--- src/design/sdf_pkg.sv ---
// ----------------------------------------------------------------------------
// sdf_pkg
// Shared types, character codes and helpers for the grouped decimal formatter.
// ----------------------------------------------------------------------------
package sdf_pkg;

    localparam int VALUE_W    = 32;
    localparam int CHAR_W     = 8;
    localparam int NUM_DIGITS = 10;
    localparam int GROUP_LEN  = 3;
    localparam int BCD_W      = 4 * NUM_DIGITS;
    localparam int CNT_W      = $clog2(VALUE_W);
    localparam int POS_W      = $clog2(NUM_DIGITS);

    localparam logic [CHAR_W-1:0] MINUS_CHAR = 8'd45;
    localparam logic [CHAR_W-1:0] ZERO_CHAR  = 8'd48;
    localparam logic [CHAR_W-1:0] SEP_RESET  = 8'd95;

    typedef enum logic [1:0] {
        ST_IDLE,
        ST_CONV,
        ST_SKIP,
        ST_EMIT
    } sdf_state_t;

    // add-3 correction of one bcd digit before the shift
    function automatic logic [3:0] bcd_adjust(input logic [3:0] d);
        logic [3:0] r;
        r = (d >= 4'd5) ? 4'(d + 4'd3) : d;
        return r;
    endfunction

    // digit position modulo the group length
    function automatic logic [1:0] pos_mod3(input logic [POS_W-1:0] p);
        logic [1:0] r;
        case (p)
            4'd1, 4'd4, 4'd7: r = 2'd1;
            4'd2, 4'd5, 4'd8: r = 2'd2;
            default:          r = 2'd0;
        endcase
        return r;
    endfunction

endpackage

--- src/design/sdf_if.sv ---
// ----------------------------------------------------------------------------
// sdf_if
// Valid/ready channels of the formatter: number in, text out, configuration.
// ----------------------------------------------------------------------------
interface sdf_num_if
    import sdf_pkg::*;
();
    logic                      valid;
    logic                      ready;
    logic signed [VALUE_W-1:0] value;

    modport source (output valid, output value, input ready);
    modport sink   (input valid, input value, output ready);
endinterface

interface sdf_text_if
    import sdf_pkg::*;
();
    logic              valid;
    logic              ready;
    logic [CHAR_W-1:0] text_char;
    logic              last;

    modport source (output valid, output text_char, output last, input ready);
    modport sink   (input valid, input text_char, input last, output ready);
endinterface

interface sdf_cfg_if
    import sdf_pkg::*;
();
    logic              valid;
    logic              ready;
    logic [CHAR_W-1:0] group_separator;

    modport source (output valid, output group_separator, input ready);
    modport sink   (input valid, input group_separator, output ready);
endinterface

--- src/design/signed_decimal_formatter_grouped_top.sv ---
// ----------------------------------------------------------------------------
// signed_decimal_formatter_grouped_top
// Signed 32-bit integer to grouped decimal ascii text, bit-serial conversion.
// ----------------------------------------------------------------------------
// conversion: a 32-step shift-add-3 bcd loop, then a leading-zero skip, then one
//   output character per cycle while text.ready allows; a new number is taken
//   only in idle, once the last character of the previous one is loaded
// reset: idle, no pending text, group separator back to '_'
module signed_decimal_formatter_grouped_top
    import sdf_pkg::*;
(
    input  logic        clk,
    input  logic        rst_n,
    sdf_num_if.sink     num,
    sdf_text_if.source  text,
    sdf_cfg_if.sink     cfg
);

    sdf_state_t        state_reg, state_next;
    logic [VALUE_W-1:0] mag_reg, mag_next;
    logic [BCD_W-1:0]  bcd_reg, bcd_next;
    logic [BCD_W-1:0]  bcd_adj;
    logic [CNT_W-1:0]  cnt_reg, cnt_next;
    logic [POS_W-1:0]  pos_reg, pos_next;
    logic [1:0]        grp_reg, grp_next;
    logic              neg_reg, neg_next;
    logic              first_reg, first_next;
    logic              sep_done_reg, sep_done_next;
    logic [CHAR_W-1:0] sep_reg;
    logic              out_valid_reg, out_valid_next;
    logic [CHAR_W-1:0] out_char_reg, out_char_next;
    logic              out_last_reg, out_last_next;
    logic              load;

    assign num.ready      = (state_reg == ST_IDLE);
    assign cfg.ready      = 1'b1;
    assign text.valid     = out_valid_reg;
    assign text.text_char = out_char_reg;
    assign text.last      = out_last_reg;

    always_comb
    begin
        for (int i = 0; i < NUM_DIGITS; i++)
        begin
            bcd_adj[4*i +: 4] = bcd_adjust(bcd_reg[4*i +: 4]);
        end
    end

    always_comb
    begin
        state_next     = state_reg;
        mag_next       = mag_reg;
        bcd_next       = bcd_reg;
        cnt_next       = cnt_reg;
        pos_next       = pos_reg;
        grp_next       = grp_reg;
        neg_next       = neg_reg;
        first_next     = first_reg;
        sep_done_next  = sep_done_reg;
        out_valid_next = out_valid_reg;
        out_char_next  = out_char_reg;
        out_last_next  = out_last_reg;
        load           = !out_valid_reg || text.ready;

        if (out_valid_reg && text.ready)
        begin
            out_valid_next = 1'b0;
        end

        unique case (state_reg)
            ST_IDLE:
            begin
                if (num.valid)
                begin
                    neg_next   = num.value[VALUE_W-1];
                    mag_next   = num.value[VALUE_W-1] ? VALUE_W'(~num.value + 1'b1)
                                                      : VALUE_W'(num.value);
                    bcd_next   = '0;
                    cnt_next   = '0;
                    state_next = ST_CONV;
                end
            end
            ST_CONV:
            begin
                bcd_next = {bcd_adj[BCD_W-2:0], mag_reg[VALUE_W-1]};
                mag_next = {mag_reg[VALUE_W-2:0], 1'b0};
                cnt_next = CNT_W'(cnt_reg + 1'b1);
                if (cnt_reg == CNT_W'(VALUE_W - 1))
                begin
                    pos_next   = POS_W'(NUM_DIGITS - 1);
                    state_next = ST_SKIP;
                end
            end
            ST_SKIP:
            begin
                // drop leading zeros, keep at least one digit
                if (bcd_reg[BCD_W-1 -: 4] == 4'd0 && pos_reg != '0)
                begin
                    bcd_next = {bcd_reg[BCD_W-5:0], 4'd0};
                    pos_next = POS_W'(pos_reg - 1'b1);
                end
                else
                begin
                    grp_next      = pos_mod3(pos_reg);
                    first_next    = 1'b1;
                    sep_done_next = 1'b0;
                    state_next    = ST_EMIT;
                end
            end
            ST_EMIT:
            begin
                if (load)
                begin
                    out_valid_next = 1'b1;
                    if (neg_reg)
                    begin
                        out_char_next = MINUS_CHAR;
                        out_last_next = 1'b0;
                        neg_next      = 1'b0;
                    end
                    else if (!first_reg && grp_reg == 2'(GROUP_LEN - 1) && !sep_done_reg)
                    begin
                        out_char_next = sep_reg;
                        out_last_next = 1'b0;
                        sep_done_next = 1'b1;
                    end
                    else
                    begin
                        out_char_next = CHAR_W'(ZERO_CHAR + {4'd0, bcd_reg[BCD_W-1 -: 4]});
                        out_last_next = (pos_reg == '0);
                        bcd_next      = {bcd_reg[BCD_W-5:0], 4'd0};
                        pos_next      = (pos_reg == '0) ? pos_reg
                                                        : POS_W'(pos_reg - 1'b1);
                        grp_next      = (grp_reg == 2'd0) ? 2'(GROUP_LEN - 1)
                                                          : 2'(grp_reg - 1'b1);
                        first_next    = 1'b0;
                        sep_done_next = 1'b0;
                        if (pos_reg == '0)
                        begin
                            state_next = ST_IDLE;
                        end
                    end
                end
            end
        endcase
    end

    always_ff @(posedge clk or negedge rst_n)
    begin
        if (!rst_n)
        begin
            state_reg     <= ST_IDLE;
            cnt_reg       <= '0;
            pos_reg       <= '0;
            grp_reg       <= '0;
            neg_reg       <= 1'b0;
            first_reg     <= 1'b0;
            sep_done_reg  <= 1'b0;
            sep_reg       <= SEP_RESET;
            out_valid_reg <= 1'b0;
            out_last_reg  <= 1'b0;
        end
        else
        begin
            state_reg     <= state_next;
            cnt_reg       <= cnt_next;
            pos_reg       <= pos_next;
            grp_reg       <= grp_next;
            neg_reg       <= neg_next;
            first_reg     <= first_next;
            sep_done_reg  <= sep_done_next;
            out_valid_reg <= out_valid_next;
            out_last_reg  <= out_last_next;
            if (cfg.valid && cfg.ready)
            begin
                sep_reg <= cfg.group_separator;
            end
        end
    end

    always_ff @(posedge clk)
    begin
        mag_reg      <= mag_next;
        bcd_reg      <= bcd_next;
        out_char_reg <= out_char_next;
    end

    // a pending non-final character means the number is still being emitted
    a_nonlast_busy: assert property (@(posedge clk) disable iff (!rst_n)
        out_valid_reg && !out_last_reg |-> state_reg != ST_IDLE)
        else $error("non-final character pending while idle");

    a_accept_conv: assert property (@(posedge clk) disable iff (!rst_n)
        num.valid && num.ready |=> state_reg == ST_CONV && cnt_reg == '0)
        else $error("accepted number did not start conversion");

    a_pos_range: assert property (@(posedge clk) disable iff (!rst_n)
        pos_reg <= POS_W'(NUM_DIGITS - 1) && grp_reg <= 2'(GROUP_LEN - 1))
        else $error("digit position or group counter out of range");

    a_last_idle: assert property (@(posedge clk) disable iff (!rst_n)
        state_reg == ST_EMIT && state_next == ST_IDLE |=> out_valid_reg && out_last_reg)
        else $error("final digit not flagged last");

endmodule

--- src/flat_wrapper.sv ---
// flat-port wrapper written by rule: the top's interface ports become plain ports
module signed_decimal_formatter_grouped_top_flat import sdf_pkg::*;
  (clk, rst_n, num_valid, num_value, num_ready, text_valid, text_text_char, text_last, text_ready, cfg_valid, cfg_group_separator, cfg_ready);
  sdf_num_if num_i ();
  sdf_text_if text_i ();
  sdf_cfg_if cfg_i ();
  input  logic clk;
  input  logic rst_n;
  input wire logic [$bits(num_i.valid)-1:0] num_valid;
  input wire logic [$bits(num_i.value)-1:0] num_value;
  output wire logic [$bits(num_i.ready)-1:0] num_ready;
  output wire logic [$bits(text_i.valid)-1:0] text_valid;
  output wire logic [$bits(text_i.text_char)-1:0] text_text_char;
  output wire logic [$bits(text_i.last)-1:0] text_last;
  input wire logic [$bits(text_i.ready)-1:0] text_ready;
  input wire logic [$bits(cfg_i.valid)-1:0] cfg_valid;
  input wire logic [$bits(cfg_i.group_separator)-1:0] cfg_group_separator;
  output wire logic [$bits(cfg_i.ready)-1:0] cfg_ready;
  assign num_i.valid = num_valid;
  assign num_i.value = num_value;
  assign num_ready = num_i.ready;
  assign text_valid = text_i.valid;
  assign text_text_char = text_i.text_char;
  assign text_last = text_i.last;
  assign text_i.ready = text_ready;
  assign cfg_i.valid = cfg_valid;
  assign cfg_i.group_separator = cfg_group_separator;
  assign cfg_ready = cfg_i.ready;
  signed_decimal_formatter_grouped_top u_core (.clk(clk), .rst_n(rst_n), .num(num_i), .text(text_i), .cfg(cfg_i));
endmodule
--- config.mk ---
export PLATFORM = sky130hd
export DESIGN_NAME = signed_decimal_formatter_grouped_top_flat
export DESIGN_NICKNAME = d
export VERILOG_FILES = /design/src/design/sdf_pkg.sv /design/src/design/sdf_if.sv /design/src/design/signed_decimal_formatter_grouped_top.sv /design/src/flat_wrapper.sv
export SDC_FILE = /design/constraint.sdc
export NUM_CORES = 1
export LEC_CHECK = 0
export CORE_ASPECT_RATIO = 0.75
export CORE_UTILIZATION = 55
export DETAILED_ROUTE_END_ITERATION = 10
export DONT_BUFFER_PORTS = 1
export PLACE_DENSITY = 0.67
export SETUP_SLACK_MARGIN = 0.15
export SLEW_MARGIN = 40
export SYNTH_ARGS = -nofsm -noshare
export SYNTH_HDL_FRONTEND = slang
export SYNTH_SLANG_ARGS = --single-unit
--- constraint.sdc ---
create_clock -name clk -period 6.45 [get_ports clk]
set_input_delay 0 -clock clk [delete_from_list [all_inputs] [get_ports clk]]
set_output_delay 0 -clock clk [all_outputs]
set_load 0.02 [all_outputs]
[Word level (Yosys, flattened, before mapping)]
Index checks and enable logic that the tools add are counted.
Word-level totals
  bits in registers: 106
  bits in latches: 0
  bits in writable memories: 0
  memory bits (read-only): 0
  bits of input ports: 45
  output and inout bits: 12
  word-level logic and storage cells: 148
  memories: 0
Cells by class
  $add $sub $neg: 15
  multiply operators: 0
  div/mod/pow operators: 0
  magnitude comparators: 10
  eq/ne operators: 20
  shifts and indexed selects: 0
  multiplexer cells: 62
  bitwise logic cells: 1
  reductions and logical operators: 27
Operators by type and width (number)
  $mux 40: 5
  $pmux 40 s4: 1
  $mux 32: 2
  $pmux 32 s2: 1
  $mux 4: 15
  $ge 4x3->1 const B: 10
  $add 4x2->4 const B: 9
  $add 32x1->32 const B: 1
  $not 32->32: 1
  $mux 2: 12
  $mux 1: 15
  $reduce_and 7->1: 2
  $eq 4x3->1 const B: 3
  $pmux 4 s3: 1
  $ne 2x2->1 const B: 5
  $pmux 5 s2: 1
  $reduce_and 5->1: 2
  $logic_not 4->1: 2
  $mux 8: 1
  $ne 2x1->1 const B: 4
  $pmux 2 s2: 2
  $pmux 2 s4: 1
  $add 6x4->7 const A: 1
  $eq 2x2->1 const B: 3
  other kinds (23): 35

[Longest topological paths before layout]
  depth after elaboration: 7
  gate-level depth with buffers: 8
  depth with buffers taken out: 7

[Least setup slack after synthesis]
Ideal clock, no wire load.
  path kind: register to register
  start point: register u_core.bcd_reg[36]
  end point: register u_core.bcd_reg[0] (enable)
  library setup time: 0.401 ns
  arrival: 2.471 ns
  data required time: 6.049 ns
  path slack: 3.578 ns
  cell stages (with the launch flop): 6
  path buffers: 0
  clock period less this slack: 2.872 ns
  cell sequence: edfxtp_1 inv_1 ha_1 or3b_2 o21ai_0 and3_1
On the way
  cells in the longest elaborated chain, start to end: 4
RTL lines
  from (decl): line signed_decimal_formatter_grouped_top.sv:21  | logic [BCD_W-1:0] bcd_reg, bcd_next;
  from (signal assigned): line signed_decimal_formatter_grouped_top.sv:184  | bcd_reg <= bcd_next;
  $logic_not 4->1: line signed_decimal_formatter_grouped_top.sv:97  | if (bcd_reg[BCD_W-1 -: 4] == 4'd0 && pos_reg != '0)
  $logic_and 1x1->1: line signed_decimal_formatter_grouped_top.sv:97
  $ne 2x1->1 (no line)
  $reduce_and 5->1 (no line)
No other way between the ends.
A chain may end at the register's enable or synchronous reset.

[Final worst setup path]
  start point: register u_core.state_reg[1]
  end point: register u_core.mag_reg[16], data pin
On the way
  cells in the longest elaborated chain, start to end: 2
  elaborated cells between the ends (all ways): 3
  those cells by class: eq/ne (1); mux (1); reduce/logical (1)
RTL lines
  from (decl): line signed_decimal_formatter_grouped_top.sv:19  | sdf_state_t state_reg, state_next;
  from (signal assigned): line signed_decimal_formatter_grouped_top.sv:165  | state_reg <= state_next;
  $eq 2x1->1 / $logic_not 2->1 (equally long branches): line signed_decimal_formatter_grouped_top.sv:70  | unique case (state_reg)
  $pmux 32 s2 (*): line signed_decimal_formatter_grouped_top.sv:70
  via u_core.mag_next[16]: line signed_decimal_formatter_grouped_top.sv:20  | logic [VALUE_W-1:0] mag_reg, mag_next;
  to (signal assigned): line signed_decimal_formatter_grouped_top.sv:183  | mag_reg <= mag_next;
  to (decl): line signed_decimal_formatter_grouped_top.sv:20
Mark *: on every way through the listed nets, which the timed path passes. The rest lies on a longest branch.

==> implementation parameters <==
Parameter                              Value

Die
  Die width    around 130 µm
  Area of the placeable core    0.01174 mm²
  DIE HEIGHT    97.52 µm
  Initial Utilization    a little under three fifths
  Die Area    approximately 0.013 mm²
  Placement Rows    34
  I/O pins    57

Drt
  Total iterations of the first detailed-routing run    5
  Routed via count divided by cell count    6.144
  Detailed-route wire length    14790 µm
  Drt wl/cell    around 17 µm
  DRC violation total after the first TritonRoute iteration    395
  Residual DRC    0
  Via count    5327
  Number of nets still failing antenna checks after routing    0

STA
  Clk_skew    12.17 ps
  Number of hold violations in the final report    1
  Tightest hold margin    -4.837 ps
  Count of pins over their slew limit    0
  Worst-Margin Slew    794.9 ps
  Slew margin rel.    a little under half
  Final Cycle Share    48.46%
  Shortest period the worst path allows    3126 ps
  Unrepaired setup endpoints after global routing    no
  Crit path setup slack, layout    around 3300 ps
  Count of final setup violators    0
  Total Neg Setup Slack    0 ps
  Maximum frequency from static timing analysis    approximately 320 MHz

Power and ir drop
  Internal power consumption    2.139 mW
  Total power draw    around 3.6 mW
  Sequential power share    40.7%
  Leakage dissipation    about 2.8 nW
  Switching share of total power    39.97%
  Worst IR Drop VDD    roughly 200 µV
  Cell area power density    469.8 mW/mm²
  Switching power summed over all nets    roughly 1.4 mW
  Clock share of power    15.2%
  Part of the power in combinational logic    44.0%

Layout
  Fraction of final layout cells with drive strength greater than 1    9.787%
  Flip-flop count of the largest register, all copies and words added    40
  Most frequent cells in the layout    edfxtp_1, nand2_1, o21ai_0
  Diode count    0
  Layout Area Growth over Synthesis    13.35%
  Layout Cells excl Fill    867
  Post-layout instance area    around 0.0076 mm²
  Leading cell type in the layout, fill and taps excluded    edfxtp_1
  Count of filler cells inserted in the layout    943
  Net count reported at finish    780

Synth
  Post-Syn Area per Cell    approximately 10 µm²
  Yosys cell types    60
  Synth async-reset ratio    24.53%
  Largest family of logic cells by synthesized area    simple AND/OR/NAND/NOR gates
  Mux share of post-synthesis cell area    4.806%
  Number of flops mapped to enable cells by yosys    80
  Compound-Gate Fraction of Synth Area    16.01%
  Syn nets    755
  Post-synthesis adder-cell area fraction    6.546%
  Synth Area in Simple Gates    between 10% and 20%
  Synthesized instance count    between 600 and 700
  Synthesis Warnings    0
  Post-synthesis share of cell area spent on xor and xnor gates    under 10%
  Number of synthesized register bits    roughly 110
  Sequential share of the synthesized area    a little under half
  Commonest register cell after synthesis    edfxtp_1
  Post-synthesis instance area    0.006690 mm²

Placement
  Post-placement worst setup slack    around 3800 ps
  Final GP Congestion    between 0.8 and 0.9
  Total cell area at the placement stage    0.006794 mm²
  Final HPWL from detailed placement    9435 µm
  I/O Buffers    0
  Placed cell count    803

Worst setup path
  Data required time of the critical path    approximately 6500 ps
  Sequence of cells on the critical path    inv_1 > ha_2 > buf_4 > inv_1 > and3_1 > a21oi_1 > nand3_1 > dlygate4sd3_1
  Launch point of the worst reg-to-reg path    u_core.state_reg[1]
  Crit path arrival time    3220 ps
  Critical path type    reg2reg
  Worst Setup Start Kind    flip-flop
  Largest fanout on the critical path    76
  Crit end category    flip-flop
  CP dominant cell by count    inv_1
  Origin of the worst setup path    u_core.state_reg[1]
  CP peak stage delay    550 ps
  Cell type of the slowest stage on the worst timing path    buf_4

Status
  Result of the run    complete, but fails checks
  Failing checks    hold timing

Hold path
  Worst min-delay path category    in2reg
  Worst Min Path Start    num_value[21]

CTS
  Source-to-sink clock delay at the later pin of the worst-skew pair    350 ps
  Cells resized by post-CTS repair    0
  CTS max path bufs    2
  Clock-pin transition on the worst setup and hold timing paths    80 ps
  Clk root buf    clkbuf_16
  Clk sink count    106
  Total clock buffers created by CTS    9
  TritonCTS clock tree    yes
  Maximum level of the CTS H-tree    3

Global route
  Total overflow reported by the global router    0
  Wire length of the first global-routing pass    between 20000 and 25000 µm
  Vias in the first global route    5187
  Number of antenna violations at the first check in global routing    0
  Gr usage total    24.70%
  Pin count of the biggest net entering global routing    77

Flow run
  Max-cap violation count    0
-- area by class of cell --
class	instances	area, µm²	share of cell area, %
clock buffer	10	250.2	3.300
multi-input combinational	490	3346	44.12
tap	162	202.7	2.673
clock inverter	6	46.29	0.6105
sequential	106	3060	40.36
timing repair buffer	53	528.0	6.963
inverter	40	150.1	1.980
-- cell usage after synthesis, types with 10 or more instances --
master    count  area, µm²
nand2b_1     16      100.1
inv_1        40      150.1
a21oi_1      34      170.2
o21ai_0      48      240.2
mux2_2       25      281.5
ha_1         35      437.9
or3_1        12      75.07
nor2_1       37      138.9
xor2_1       10      87.58
and3_1       12      75.07
dfrtp_1      20      500.5
nand4_1      12      75.07
clkbuf_1     32      120.1
nor2b_1      10      62.56
edfxtp_1     80       2402
nor3b_1      15      112.6
nor3_1       16      80.08
o22ai_1      16      100.1
xnor2_1      14      122.6
nand2_1      48      180.2
nand3_1      24      120.1
or4_1        13      97.59
-- per-stage QoR --
step | hold slack (ps) | util, %
floorplan | -295.6 | -
global placement | -295.1 | 57.72
detailed placement | -295.3 | 57.86
CTS | 0.1173 | 64.57
global route | 7.409 | 64.59
finish | -4.837 | 64.59
-- worst paths after layout --
path	endpoint	slack [ps]	depth (start not counted)
max	u_core.mag_reg[16]	3320	8
min	u_core.mag_reg[22]	-5	3
max reg2reg	u_core.mag_reg[16]	3320	8
min reg2reg	u_core.cnt_reg[4]	520	1
max in group asynchronous	u_core.sep_reg[0]	6100	2
min in group asynchronous	u_core.cnt_reg[4]	120	2
-- cell families after synthesis --
group / count (synthesis)
adder cells (fa/ha/maj): 35
flip-flops: 106
multiplexers: 29
buffers and inverters: 79
AO/OA/AOI/OAI: 165
other: 1
XOR/XNOR: 24
AND/OR/NAND/NOR: 236
-- layer usage --
metal | global-route usage (%) | part of all wire (%)
met3 | 5.562 | 6.8
met1 | 35.35 | 47
met2 | 38.38 | 45
met5 | 0 | 0
met4 | 4.887 | 0.72
-- power groups by stage --
stage	Combinational, mW	Clock (mW)	Sequential (mW)
after floorplan	1.23	0	1.40
after global placement	1.46	0	1.45
after detailed placement	1.52	0	1.46
after CTS	1.57	0.551	1.45
after global routing	1.77	0.576	1.49
final	1.57	0.543	1.45
-- worst max-delay path, delay by kind of cell (launching register included) --
family / cells / cell delay [ps]
AO/OA/AOI/OAI: 1 / 120
adder cells (fa/ha/maj): 1 / 170
buffers and inverters: 4 / 1770
flip-flops: 1 / 410
AND/OR/NAND/NOR: 2 / 380
-- what timing repair did --
| item | in CTS | in global routing |
|---|---|---|
| hold buffers | 48 | 0 |
| setup buffers | 0 | 0 |
| endpoints found under the setup margin | 0 | 0 |
| hold endpoints to repair | 66 | 0 |
No activity file was read; power rests on OpenSTA's default activity.
